==> src/design/pot_sample_plausibility_check_defines.svh <==
// ----------------------------------------------------------------------------
// pot_sample_plausibility_check_defines
// Assertion macros shared by the potentiometer sample checker; they
// compile to nothing when SYNTHESIS is defined.
// ----------------------------------------------------------------------------
`ifndef POT_SAMPLE_PLAUSIBILITY_CHECK_DEFINES_SVH
`define POT_SAMPLE_PLAUSIBILITY_CHECK_DEFINES_SVH
`ifndef SYNTHESIS
// property must hold at every clock edge out of reset
`define PSPC_ASSERT(lbl, prop, msg) \
  lbl: assert property (@(posedge clk) disable iff (!rst_n) prop) else $error(msg);
// condition must never be seen out of reset
`define PSPC_ASSERT_NEVER(lbl, cond, msg) \
  lbl: assert property (@(posedge clk) disable iff (!rst_n) !(cond)) else $error(msg);
`else
`define PSPC_ASSERT(lbl, prop, msg)
`define PSPC_ASSERT_NEVER(lbl, cond, msg)
`endif
`endif

==> src/design/pspc_pkg.sv <==
// ----------------------------------------------------------------------------
// pspc_pkg
// Types and constants of the potentiometer sample plausibility checker.
// ----------------------------------------------------------------------------
package pspc_pkg;

  // converter and checker constants
  localparam logic [11:0] FULL_SCALE = 12'd4095;
  localparam logic [11:0] DISC_LOW   = 12'd1;
  localparam logic [11:0] DISC_HIGH  = 12'd4094;
  localparam logic [15:0] COUNT_MAX  = 16'hFFFF;

  // serial multiplier geometry
  localparam int MUL_A_W   = 20;
  localparam int MUL_B_W   = 13;
  localparam int MUL_P_W   = 34;
  localparam int MUL_CNT_W = $clog2(MUL_B_W);

  // serial divider geometry
  localparam int DIV_N_W   = 34;
  localparam int DIV_D_W   = 12;
  localparam int DIV_CNT_W = $clog2(DIV_N_W);

  // configuration port
  localparam int CFG_IDX_W  = 3;
  localparam int CFG_DATA_W = 19;

  localparam logic [CFG_IDX_W-1:0] REG_SENSOR_READY = 3'd0;
  localparam logic [CFG_IDX_W-1:0] REG_JUMP_LIMIT   = 3'd1;
  localparam logic [CFG_IDX_W-1:0] REG_STUCK_LIMIT  = 3'd2;
  localparam logic [CFG_IDX_W-1:0] REG_CAL_LOW      = 3'd3;
  localparam logic [CFG_IDX_W-1:0] REG_CAL_HIGH     = 3'd4;
  localparam logic [CFG_IDX_W-1:0] REG_ANGLE_LOW    = 3'd5;
  localparam logic [CFG_IDX_W-1:0] REG_ANGLE_HIGH   = 3'd6;
  localparam logic [CFG_IDX_W-1:0] REG_VREF         = 3'd7;

  typedef struct packed {
    logic               sensor_ready;
    logic [11:0]        jump_limit;
    logic [15:0]        stuck_limit;
    logic [11:0]        cal_low_count;
    logic [11:0]        cal_high_count;
    logic signed [18:0] angle_low_mdeg;
    logic signed [18:0] angle_high_mdeg;
    logic [12:0]        vref_mv;
  } cfg_t;

  localparam cfg_t CFG_RESET = '{
    sensor_ready:    1'b0,
    jump_limit:      12'd128,
    stuck_limit:     16'd50,
    cal_low_count:   12'd0,
    cal_high_count:  12'd4095,
    angle_low_mdeg:  19'sd0,
    angle_high_mdeg: 19'sd180000,
    vref_mv:         13'd3300
  };

  // input word
  typedef struct packed {
    logic [11:0] adc_value;
    logic        conv_failed;
    logic [31:0] now_ms;
  } in_t;

  // result word
  typedef struct packed {
    logic [11:0]        sample_value;
    logic [12:0]        millivolts;
    logic signed [31:0] angle_mdeg;
    logic [31:0]        stamp_ms;
    logic [31:0]        age_ms;
    logic               flag_not_ready;
    logic               flag_timeout;
    logic               flag_disconnect;
    logic               flag_out_of_range;
    logic               flag_jump;
    logic               flag_stuck;
  } out_t;

  // check stage result
  typedef struct packed {
    logic [11:0] sample_value;
    logic [31:0] age_ms;
    logic        flag_not_ready;
    logic        flag_timeout;
    logic        flag_disconnect;
    logic        flag_out_of_range;
    logic        flag_jump;
    logic        flag_stuck;
  } chk_t;

  // sequencer states
  typedef enum logic [2:0] {
    ST_IDLE,
    ST_LOAD,
    ST_MUL,
    ST_SUM,
    ST_START,
    ST_DIV,
    ST_WRITE
  } st_t;

endpackage

==> src/design/pot_sample_plausibility_check.sv <==
// Each accepted word runs through three bit-serial multiplies in parallel and
// then two bit-serial divides in parallel; a new word is taken only once the
// last result has been written to the output register, and that write waits
// while the register still holds a stalled result. A finished result waits in
// the output register while the next word is taken. Reset (rst_n low,
// synchronous): configuration registers to defaults, history cleared.
// ----------------------------------------------------------------------------
// pot_sample_plausibility_check
// Potentiometer sample plausibility check with millivolt and angle mapping.
// ----------------------------------------------------------------------------
`include "pot_sample_plausibility_check_defines.svh"

module pot_sample_plausibility_check (
  input  logic                                clk,
  input  logic                                rst_n,
  input  logic                                cfg_wr_en,
  input  logic [pspc_pkg::CFG_IDX_W-1:0]      cfg_index,
  input  logic [pspc_pkg::CFG_DATA_W-1:0]     cfg_data,
  input  logic                                in_valid,
  output logic                                in_stall,
  input  pspc_pkg::in_t                       in_word,
  output logic                                out_valid,
  input  logic                                out_stall,
  output pspc_pkg::out_t                      out_word
);
  import pspc_pkg::*;

  cfg_t cfg_r;
  st_t  state_r, state_nxt;
  out_t res_r, res_nxt;
  out_t out_r, out_nxt;
  logic out_valid_r;
  logic signed [MUL_P_W-1:0] num_r;

  chk_t chk;
  logic in_accept;
  logic out_free;
  logic mul_start;
  logic div_start;
  logic out_load;

  logic signed [MUL_A_W-1:0] op_vref;
  logic signed [MUL_A_W-1:0] op_alow;
  logic signed [MUL_A_W-1:0] op_span;
  logic signed [MUL_B_W-1:0] op_value;
  logic signed [MUL_B_W-1:0] op_den;
  logic signed [MUL_B_W-1:0] op_delta;
  logic [11:0]               den;
  logic signed [MUL_P_W-1:0] prod_mv;
  logic signed [MUL_P_W-1:0] prod_low;
  logic signed [MUL_P_W-1:0] prod_span;
  logic                      mul_done_mv;
  logic                      mul_done_low;
  logic                      mul_done_span;
  logic                      mul_done;
  logic [DIV_N_W-1:0]        num_mag;
  logic [DIV_N_W-1:0]        quo_mv;
  logic [DIV_N_W-1:0]        quo_ang;
  logic                      div_done_mv;
  logic                      div_done_ang;
  logic                      div_done;
  logic                      degen;
  logic signed [31:0]        angle;

  assign in_accept = in_valid && !in_stall;
  assign out_free  = !out_valid_r || !out_stall;

  // configuration registers
  always_ff @(posedge clk) begin
    if (!rst_n) begin
      cfg_r <= CFG_RESET;
    end else if (cfg_wr_en) begin
      unique case (cfg_index)
        REG_SENSOR_READY: cfg_r.sensor_ready    <= cfg_data[0];
        REG_JUMP_LIMIT:   cfg_r.jump_limit      <= cfg_data[11:0];
        REG_STUCK_LIMIT:  cfg_r.stuck_limit     <= cfg_data[15:0];
        REG_CAL_LOW:      cfg_r.cal_low_count   <= cfg_data[11:0];
        REG_CAL_HIGH:     cfg_r.cal_high_count  <= cfg_data[11:0];
        REG_ANGLE_LOW:    cfg_r.angle_low_mdeg  <= $signed(cfg_data[18:0]);
        REG_ANGLE_HIGH:   cfg_r.angle_high_mdeg <= $signed(cfg_data[18:0]);
        REG_VREF:         cfg_r.vref_mv         <= cfg_data[12:0];
      endcase
    end
  end

  // flags and history
  pspc_check u_check (
    .clk     (clk),
    .rst_n   (rst_n),
    .accept  (in_accept),
    .in_word (in_word),
    .cfg     (cfg_r),
    .chk     (chk)
  );

  // multiplier operands
  always_comb begin
    den      = cfg_r.cal_high_count - cfg_r.cal_low_count;
    op_vref  = MUL_A_W'({1'b0, cfg_r.vref_mv});
    op_alow  = MUL_A_W'(cfg_r.angle_low_mdeg);
    op_span  = MUL_A_W'(cfg_r.angle_high_mdeg) - MUL_A_W'(cfg_r.angle_low_mdeg);
    op_value = $signed({1'b0, res_r.sample_value});
    op_den   = $signed({1'b0, den});
    op_delta = $signed({1'b0, res_r.sample_value}) - $signed({1'b0, cfg_r.cal_low_count});
  end

  pspc_mul u_mul_mv (
    .clk (clk), .rst_n (rst_n), .start (mul_start),
    .a (op_vref), .b (op_value), .prod (prod_mv), .done (mul_done_mv)
  );

  pspc_mul u_mul_low (
    .clk (clk), .rst_n (rst_n), .start (mul_start),
    .a (op_alow), .b (op_den), .prod (prod_low), .done (mul_done_low)
  );

  pspc_mul u_mul_span (
    .clk (clk), .rst_n (rst_n), .start (mul_start),
    .a (op_span), .b (op_delta), .prod (prod_span), .done (mul_done_span)
  );

  assign mul_done = mul_done_mv && mul_done_low && mul_done_span;

  // numerator of the angle map and its magnitude
  always_ff @(posedge clk) begin
    if (state_r == ST_SUM) begin
      num_r <= prod_low + prod_span;
    end
  end

  assign num_mag = num_r[MUL_P_W-1] ? DIV_N_W'(-num_r) : DIV_N_W'(num_r);

  pspc_div u_div_mv (
    .clk (clk), .rst_n (rst_n), .start (div_start),
    .dividend (DIV_N_W'(prod_mv)), .divisor (FULL_SCALE),
    .quotient (quo_mv), .done (div_done_mv)
  );

  pspc_div u_div_ang (
    .clk (clk), .rst_n (rst_n), .start (div_start),
    .dividend (num_mag), .divisor (den),
    .quotient (quo_ang), .done (div_done_ang)
  );

  assign div_done = div_done_mv && div_done_ang;

  // signed angle, truncated toward zero; flat or inverted calibration gives the low angle
  always_comb begin
    degen = (cfg_r.cal_high_count <= cfg_r.cal_low_count);
    if (degen) begin
      angle = 32'(cfg_r.angle_low_mdeg);
    end else if (num_r[MUL_P_W-1]) begin
      angle = -$signed(quo_ang[31:0]);
    end else begin
      angle = $signed(quo_ang[31:0]);
    end
  end

  // sequencer next state
  always_comb begin
    state_nxt = state_r;
    unique case (state_r)
      ST_IDLE:  if (in_accept) state_nxt = ST_LOAD;
      ST_LOAD:  state_nxt = ST_MUL;
      ST_MUL:   if (mul_done) state_nxt = ST_SUM;
      ST_SUM:   state_nxt = ST_START;
      ST_START: state_nxt = ST_DIV;
      ST_DIV:   if (div_done) state_nxt = ST_WRITE;
      ST_WRITE: if (out_free) state_nxt = ST_IDLE;
    endcase
  end

  // sequencer outputs
  always_comb begin
    in_stall  = (state_r != ST_IDLE);
    mul_start = (state_r == ST_LOAD);
    div_start = (state_r == ST_START);
    out_load  = (state_r == ST_WRITE) && out_free;
  end

  always_ff @(posedge clk) begin
    if (!rst_n) begin
      state_r <= ST_IDLE;
    end else begin
      state_r <= state_nxt;
    end
  end

  // check results held while the arithmetic runs
  always_comb begin
    res_nxt                   = '0;
    res_nxt.sample_value      = chk.sample_value;
    res_nxt.stamp_ms          = in_word.now_ms;
    res_nxt.age_ms            = chk.age_ms;
    res_nxt.flag_not_ready    = chk.flag_not_ready;
    res_nxt.flag_timeout      = chk.flag_timeout;
    res_nxt.flag_disconnect   = chk.flag_disconnect;
    res_nxt.flag_out_of_range = chk.flag_out_of_range;
    res_nxt.flag_jump         = chk.flag_jump;
    res_nxt.flag_stuck        = chk.flag_stuck;
  end

  always_ff @(posedge clk) begin
    if (in_accept) begin
      res_r <= res_nxt;
    end
  end

  // output register
  always_comb begin
    out_nxt            = res_r;
    out_nxt.millivolts = quo_mv[12:0];
    out_nxt.angle_mdeg = angle;
  end

  always_ff @(posedge clk) begin
    if (out_load) begin
      out_r <= out_nxt;
    end
  end

  always_ff @(posedge clk) begin
    if (!rst_n) begin
      out_valid_r <= 1'b0;
    end else if (out_load) begin
      out_valid_r <= 1'b1;
    end else if (!out_stall) begin
      out_valid_r <= 1'b0;
    end
  end

  assign out_valid = out_valid_r;
  assign out_word  = out_r;

  // checks
  `PSPC_ASSERT(a_out_from_write, $rose(out_valid_r) |-> $past(state_r == ST_WRITE), "result word raised outside write state")
  `PSPC_ASSERT_NEVER(a_mul_done_state, mul_done_mv && (state_r != ST_MUL), "multiplier finished outside multiply state")
  `PSPC_ASSERT_NEVER(a_div_done_state, div_done_ang && (state_r != ST_DIV), "divider finished outside divide state")
  `PSPC_ASSERT_NEVER(a_div_lockstep, div_done_mv != div_done_ang, "dividers out of step")
  `PSPC_ASSERT(a_timeout_flags, (out_valid_r && out_r.flag_timeout) |-> !(out_r.flag_disconnect || out_r.flag_out_of_range || out_r.flag_jump || out_r.flag_stuck), "check flags set on failed conversion")

endmodule

==> src/design/pspc_check.sv <==
// ----------------------------------------------------------------------------
// pspc_check
// Plausibility flags and sample history: last value, repeat counter and
// time of the last good sample.
// ----------------------------------------------------------------------------
module pspc_check (
  input  logic           clk,
  input  logic           rst_n,
  input  logic           accept,
  input  pspc_pkg::in_t  in_word,
  input  pspc_pkg::cfg_t cfg,
  output pspc_pkg::chk_t chk
);
  import pspc_pkg::*;

  logic [11:0] last_value_r, last_value_nxt;
  logic [15:0] repeat_count_r, repeat_count_nxt;
  logic [31:0] last_good_ms_r, last_good_ms_nxt;

  logic [11:0] value;
  logic [11:0] diff;
  logic        same;
  logic        disc;
  logic [15:0] count_inc;
  logic        failed;

  // value in use and distance to the previous one
  always_comb begin
    failed = in_word.conv_failed;
    value  = failed ? last_value_r : in_word.adc_value;
    diff   = (value >= last_value_r) ? value - last_value_r : last_value_r - value;
    same   = (value == last_value_r);
    disc   = (value <= DISC_LOW) || (value >= DISC_HIGH);
    count_inc = (repeat_count_r != COUNT_MAX) ? repeat_count_r + 16'd1 : repeat_count_r;
  end

  // flags; disconnect, range, jump and stuck are gated off on a failed conversion
  always_comb begin
    chk.sample_value      = value;
    chk.age_ms            = failed ? in_word.now_ms - last_good_ms_r : 32'd0;
    chk.flag_not_ready    = !cfg.sensor_ready;
    chk.flag_timeout      = failed;
    chk.flag_disconnect   = !failed && disc;
    chk.flag_out_of_range = !failed && !disc &&
                            ((value < cfg.cal_low_count) || (value > cfg.cal_high_count));
    chk.flag_jump         = !failed && (diff > cfg.jump_limit);
    chk.flag_stuck        = !failed && same && (count_inc >= cfg.stuck_limit);
  end

  // history update on a good sample
  always_comb begin
    last_value_nxt   = last_value_r;
    repeat_count_nxt = repeat_count_r;
    last_good_ms_nxt = last_good_ms_r;
    if (accept && !failed) begin
      last_value_nxt   = value;
      repeat_count_nxt = same ? count_inc : 16'd0;
      last_good_ms_nxt = in_word.now_ms;
    end
  end

  always_ff @(posedge clk) begin
    if (!rst_n) begin
      last_value_r   <= '0;
      repeat_count_r <= '0;
      last_good_ms_r <= '0;
    end else begin
      last_value_r   <= last_value_nxt;
      repeat_count_r <= repeat_count_nxt;
      last_good_ms_r <= last_good_ms_nxt;
    end
  end

endmodule

==> src/design/pspc_mul.sv <==
// ----------------------------------------------------------------------------
// pspc_mul
// Bit-serial signed shift-add multiplier, one multiplier bit per cycle;
// the sign bit of the multiplier carries negative weight.
// ----------------------------------------------------------------------------
module pspc_mul (
  input  logic                                     clk,
  input  logic                                     rst_n,
  input  logic                                     start,
  input  logic signed [pspc_pkg::MUL_A_W-1:0]      a,
  input  logic signed [pspc_pkg::MUL_B_W-1:0]      b,
  output logic signed [pspc_pkg::MUL_P_W-1:0]      prod,
  output logic                                     done
);
  import pspc_pkg::*;

  logic signed [MUL_P_W-1:0] acc_r, acc_nxt;
  logic signed [MUL_P_W-1:0] a_sh_r, a_sh_nxt;
  logic [MUL_B_W-1:0]        b_sh_r, b_sh_nxt;
  logic [MUL_CNT_W-1:0]      cnt_r, cnt_nxt;
  logic                      run_r, run_nxt;
  logic                      done_r, done_nxt;
  logic                      last;

  assign last = (cnt_r == MUL_CNT_W'(MUL_B_W - 1));

  // one partial product per cycle
  always_comb begin
    acc_nxt  = acc_r;
    a_sh_nxt = a_sh_r;
    b_sh_nxt = b_sh_r;
    cnt_nxt  = cnt_r;
    run_nxt  = run_r;
    done_nxt = 1'b0;
    if (start) begin
      acc_nxt  = '0;
      a_sh_nxt = MUL_P_W'(a);
      b_sh_nxt = b;
      cnt_nxt  = '0;
      run_nxt  = 1'b1;
    end else if (run_r) begin
      if (b_sh_r[0]) begin
        acc_nxt = last ? acc_r - a_sh_r : acc_r + a_sh_r;
      end
      a_sh_nxt = a_sh_r <<< 1;
      b_sh_nxt = b_sh_r >> 1;
      cnt_nxt  = cnt_r + MUL_CNT_W'(1);
      if (last) begin
        run_nxt  = 1'b0;
        done_nxt = 1'b1;
      end
    end
  end

  always_ff @(posedge clk) begin
    if (!rst_n) begin
      cnt_r  <= '0;
      run_r  <= 1'b0;
      done_r <= 1'b0;
    end else begin
      cnt_r  <= cnt_nxt;
      run_r  <= run_nxt;
      done_r <= done_nxt;
    end
  end

  always_ff @(posedge clk) begin
    acc_r  <= acc_nxt;
    a_sh_r <= a_sh_nxt;
    b_sh_r <= b_sh_nxt;
  end

  assign prod = acc_r;
  assign done = done_r;

endmodule

==> src/design/pspc_div.sv <==
// ----------------------------------------------------------------------------
// pspc_div
// Bit-serial restoring divider, one quotient bit per cycle; the dividend
// shifts out at the top while quotient bits shift in at the bottom.
// ----------------------------------------------------------------------------
module pspc_div (
  input  logic                              clk,
  input  logic                              rst_n,
  input  logic                              start,
  input  logic [pspc_pkg::DIV_N_W-1:0]      dividend,
  input  logic [pspc_pkg::DIV_D_W-1:0]      divisor,
  output logic [pspc_pkg::DIV_N_W-1:0]      quotient,
  output logic                              done
);
  import pspc_pkg::*;

  logic [DIV_N_W-1:0]   quo_r, quo_nxt;
  logic [DIV_D_W-1:0]   rem_r, rem_nxt;
  logic [DIV_D_W-1:0]   dvs_r, dvs_nxt;
  logic [DIV_CNT_W-1:0] cnt_r, cnt_nxt;
  logic                 run_r, run_nxt;
  logic                 done_r, done_nxt;
  logic [DIV_D_W:0]     trial;
  logic [DIV_D_W:0]     trial_sub;
  logic                 fits;
  logic                 last;

  // partial remainder with the next dividend bit brought down
  assign trial     = {rem_r, quo_r[DIV_N_W-1]};
  assign trial_sub = trial - {1'b0, dvs_r};
  assign fits      = (trial >= {1'b0, dvs_r});
  assign last      = (cnt_r == DIV_CNT_W'(DIV_N_W - 1));

  always_comb begin
    quo_nxt  = quo_r;
    rem_nxt  = rem_r;
    dvs_nxt  = dvs_r;
    cnt_nxt  = cnt_r;
    run_nxt  = run_r;
    done_nxt = 1'b0;
    if (start) begin
      quo_nxt = dividend;
      rem_nxt = '0;
      dvs_nxt = divisor;
      cnt_nxt = '0;
      run_nxt = 1'b1;
    end else if (run_r) begin
      rem_nxt = fits ? trial_sub[DIV_D_W-1:0] : trial[DIV_D_W-1:0];
      quo_nxt = {quo_r[DIV_N_W-2:0], fits};
      cnt_nxt = cnt_r + DIV_CNT_W'(1);
      if (last) begin
        run_nxt  = 1'b0;
        done_nxt = 1'b1;
      end
    end
  end

  always_ff @(posedge clk) begin
    if (!rst_n) begin
      cnt_r  <= '0;
      run_r  <= 1'b0;
      done_r <= 1'b0;
    end else begin
      cnt_r  <= cnt_nxt;
      run_r  <= run_nxt;
      done_r <= done_nxt;
    end
  end

  always_ff @(posedge clk) begin
    quo_r <= quo_nxt;
    rem_r <= rem_nxt;
    dvs_r <= dvs_nxt;
  end

  assign quotient = quo_r;
  assign done     = done_r;

endmodule
==> config.mk <==
export PLATFORM = sky130hd
export DESIGN_NAME = pot_sample_plausibility_check
export DESIGN_NICKNAME = d
export VERILOG_FILES = /design/src/design/pspc_pkg.sv /design/src/design/pot_sample_plausibility_check.sv /design/src/design/pspc_check.sv /design/src/design/pspc_mul.sv /design/src/design/pspc_div.sv
export VERILOG_INCLUDE_DIRS = /design/src /design/src/design
export SDC_FILE = /design/constraint.sdc
export NUM_CORES = 2
export LEC_CHECK = 0
export BUFFER_PORTS_ARGS = -buffer_cell sky130_fd_sc_hd__buf_2
export CORE_ASPECT_RATIO = 0.5
export CORE_UTILIZATION = 60
export DETAILED_ROUTE_END_ITERATION = 6
export GPL_TIMING_DRIVEN = 0
export HOLD_SLACK_MARGIN = 0.15
export PLACE_DENSITY_LB_ADDON = 0.15
export REMOVE_ABC_BUFFERS = 1
export SKIP_CTS_REPAIR_TIMING = 1
export SYNTH_ARGS = -nofsm -noshare
export SYNTH_HDL_FRONTEND = slang
export SYNTH_SLANG_ARGS = --single-unit
==> constraint.sdc <==
create_clock -name clk -period 24.2 [get_ports clk]
set_clock_uncertainty 0.1 [all_clocks]
set_input_delay 0 -clock clk [delete_from_list [all_inputs] [get_ports clk]]
set_output_delay 0 -clock clk [all_outputs]
set_load 0.05 [all_outputs]
==> impl_metrics.py <==
metrics = {
    "status": {
        "status": "complete, no violations",
    },
    "logic_synthesis": {
        "synth-seq-area-share": 0.450,
        "syn_avg_cell_area_sq_um": 9.18,
        "synth_top_area_frac": 0.295,
        "synth_seq_cells": 790,
        "synth_edf_count": 441,
        "syn_inst": 4897,
        "post-synth-top-count-cell": "nand2_1",
        "ys.flop_type": "edfxtp_1",
        "synth_largest_area_cell": "edfxtp_1",
        "synth_area_sq_um": 45000,
        "ys_types": 83,
        "synthArstFlopShare": 0,
        "yosysWarnings": 0,
        "ys_top_cells_by_count": "823 x nand2_1, 441 x edfxtp_1, 417 x a21oi_1",
        "synth.area.top_cells": "edfxtp_1 29%, dfxtp_1 16%, ha_1 8.6%",
    },
    "detailed_routing": {
        "routed_wl_mm": 116,
        "routedWlPerCell_microns": 18.8,
        "drt-pass1-iter-count": 6,
        "drc": 0,
        "drt_iter0_markers": 2574,
        "antenna_left": 0,
        "vias": 36700,
        "vias_per_cell": 5.95,
    },
    "critical_path": {
        "start_kind": "primary input",
        "path_max_fanout": 32,
        "cp_data_required_time_ps": 24490,
        "critical_path_arrival_ps": 6580,
        "endpoint_kind": "flip-flop",
        "crit_type": "primary input to flip-flop",
    },
    "power": {
        "vdd_ir_drop_max_mv": 0.0654,
        "p_per_area_nw_per_um2": 88.6,
        "p_leak_nw": 20.6,
    },
    "placed_design": {
        "hpwl_mm": 81.9,
        "globalplace.congestion": 0.940,
        "portBuffers": 200,
        "placed_cell_area_sq_um": 47100,
    },
    "die": {
        "die_w_microns": 389,
        "rows": 70,
        "coreArea_sq_um": 73600,
        "start_util": 0.611,
        "fp.dieH_microns": 196,
        "ios": 201,
        "die_area_sq_um": 76100,
    },
    "global_route": {
        "grt_overflow_total": 0,
        "use_met1": 0.397,
        "grt_max_degree": 97,
        "grt.met2_usage": 0.467,
        "grt.busiest_layer": "met2",
        "antenna_found_initial": 4,
        "grtUsageMet3": 0.0548,
        "grt_pass1_wl_mm": 179,
        "grt_pass1_vias": 34200,
        "grt_usage": 0.292,
    },
    "clock_tree": {
        "cts_buffers": 75,
        "clk_latency_ps": 690,
        "htree_num_levels": 3,
        "cts_buffer_depth": 3,
        "tritoncts": "built",
        "clk_pin_slew_worst_paths_ps": 70,
        "cts.sinks": 790,
        "cts_root_buf": "clkbuf_16",
    },
    "flow_run": {
        "maxCapViolCount": 0,
    },
    "final_layout": {
        "syn_to_final_growth_pct": 13.1,
        "multi_input_area_sq_um": 23100,
        "fill_cells": 5763,
        "register_area_sq_um": 20200,
        "fin_area_sq_um": 50800,
        "drive_gt1_frac": 0.0833,
        "fin_nets": 5529,
    },
    "timing": {
        "rsz0062_at_grt": "false",
        "fin_crit_ps": 6280,
        "fmaxAchievable_mhz": 159,
        "max_slew_margin": 0.104,
        "drv_slew": 0,
        "fin_crit_sh": 0.260,
        "finalSetupTns_ps": 0,
        "hold_viol": 0,
        "tightest_slew_ps": 1340,
        "setup-violations-final": 0,
    },
    "hold_path": {
        "min_path_type": "primary input to flip-flop",
    },
}
## worst max-delay path, cell delays in order
cell and delay [ps]:
dlygate4sd3_1 550, buf_2 680, mux2i_1 610, inv_1 300, fa_1 490, a21o_1 190
a31oi_1 280, o211ai_1 180, nor2_1 780, mux2_2 430, a221oi_1 390, nand4_1 170
a41o_1 250, a21oi_1 170, xnor2_1 150, ha_1 270, nand4_1 140, nor2_1 60
a2111oi_0 380, nor3_1 100
## metal layers
metal  up-vias  share of wire
met5         -       0.000095
met4         2          0.035
met3       239          0.061
met2      1109           0.46
met1     17500           0.45
li1      17900              -
## final cells by class
| type | count | area share |
|---|---|---|
| Clock inverter | 40 | 0.00704 |
| Sequential cell | 790 | 0.398 |
| Antenna cell | 2 | 0.0000984 |
| Multi-Input combinational cell | 3655 | 0.454 |
| Inverter | 253 | 0.0188 |
| Tap cell | 972 | 0.0239 |
| Clock buffer | 100 | 0.0418 |
| Timing Repair Buffer | 362 | 0.0560 |
## worst paths after layout
| kind | from | end | slack, ps | cells after the start |
|---|---|---|---|---|
| worst min-delay path | cfg_data[12] | cfg_r[12] | 160 | 4 |
| worst max register to register | u_mul_span.a_sh_r[0] | u_mul_span.prod[32] | 18190 | 16 |
| worst min register to register | out_nxt[51] | out_word[51] | 320 | 0 |
| worst max-delay path | in_word[32] | out_nxt[1] | 17920 | 20 |
## flip-flops by register name, summed over array words and instances (netlist names), 13 cells and up
signal,cells
u_mul_span.prod,34
u_mul_low.a_sh_r,34
u_div_ang.quotient,34
u_mul_low.prod,34
u_mul_mv.prod,34
num_r,34
u_mul_span.a_sh_r,34
u_check.last_good_ms_r,32
cfg_r,104
out_nxt,70
out_word,127
u_div_mv.quotient,34
u_check.repeat_count_r,16
u_mul_span.b_sh_r,13
u_mul_mv.a_sh_r,34
## cells by family (layout without fill, tap and decap cells)
family | Yosys count | count (layout) | share of synthesized area
fa+ha+maj | 320 | 320 | 0.0909
flops | 790 | 790 | 0.450
other cells | 0 | 2 | 0
buf+inv | 452 | 755 | 0.0378
simple gates | 1697 | 1697 | 0.170
compound gates | 1207 | 1207 | 0.164
xor+xnor | 343 | 343 | 0.0668
mux | 88 | 88 | 0.0201
## power breakdown
part | internal [mW] | switching, mW | total, mW | leakage [nW]
Combinational | 0.624 | 0.856 | 1.48 | 12.4
Clock | 0.661 | 0.555 | 1.22 | 1.22
Sequential | 1.64 | 0.169 | 1.81 | 6.94
Total | 2.92 | 1.58 | 4.50 | 20.6
## through the flow
stage	power [mW]	utilization	hold WS [ps]	instances	setup slack, ps
after floorplan	2.91	-	-28.2	4698	12640
after global routing	4.76	0.691	168	6173	17450
final	4.50	0.691	163	6174	17920
after CTS	4.48	0.674	-601	6051	18200
after global placement	3.22	0.631	115	5870	3860
after detailed placement	3.27	0.641	118	5911	17780
## layout by cell type (no fill, tap or decap), types with 22 or more instances in the layout
| cell type | n |
|---|---|
| a211oi_1 | 63 |
| o21bai_1 | 22 |
| xnor2_1 | 190 |
| edfxtp_1 | 441 |
| dlygate4sd3_1 | 121 |
| o31ai_1 | 43 |
| nand4_1 | 50 |
| nor2b_1 | 39 |
| buf_6 | 22 |
| a21oi_1 | 417 |
| inv_1 | 249 |
| or3_1 | 34 |
| o211ai_1 | 29 |
| ha_1 | 309 |
| xor2_1 | 153 |
| mux2i_1 | 70 |
| nand2b_1 | 55 |
| nand3_1 | 107 |
| a31oi_1 | 39 |
| clkbuf_16 | 80 |
| dfxtp_1 | 348 |
| nand2_1 | 819 |
| nor3_1 | 74 |
| nor2_1 | 344 |
| buf_2 | 200 |
| o21a_1 | 43 |
| and3_1 | 30 |
| o21ai_0 | 292 |
| a21o_1 | 130 |
| nor4_1 | 22 |
(Power assumes the default switching activity.)
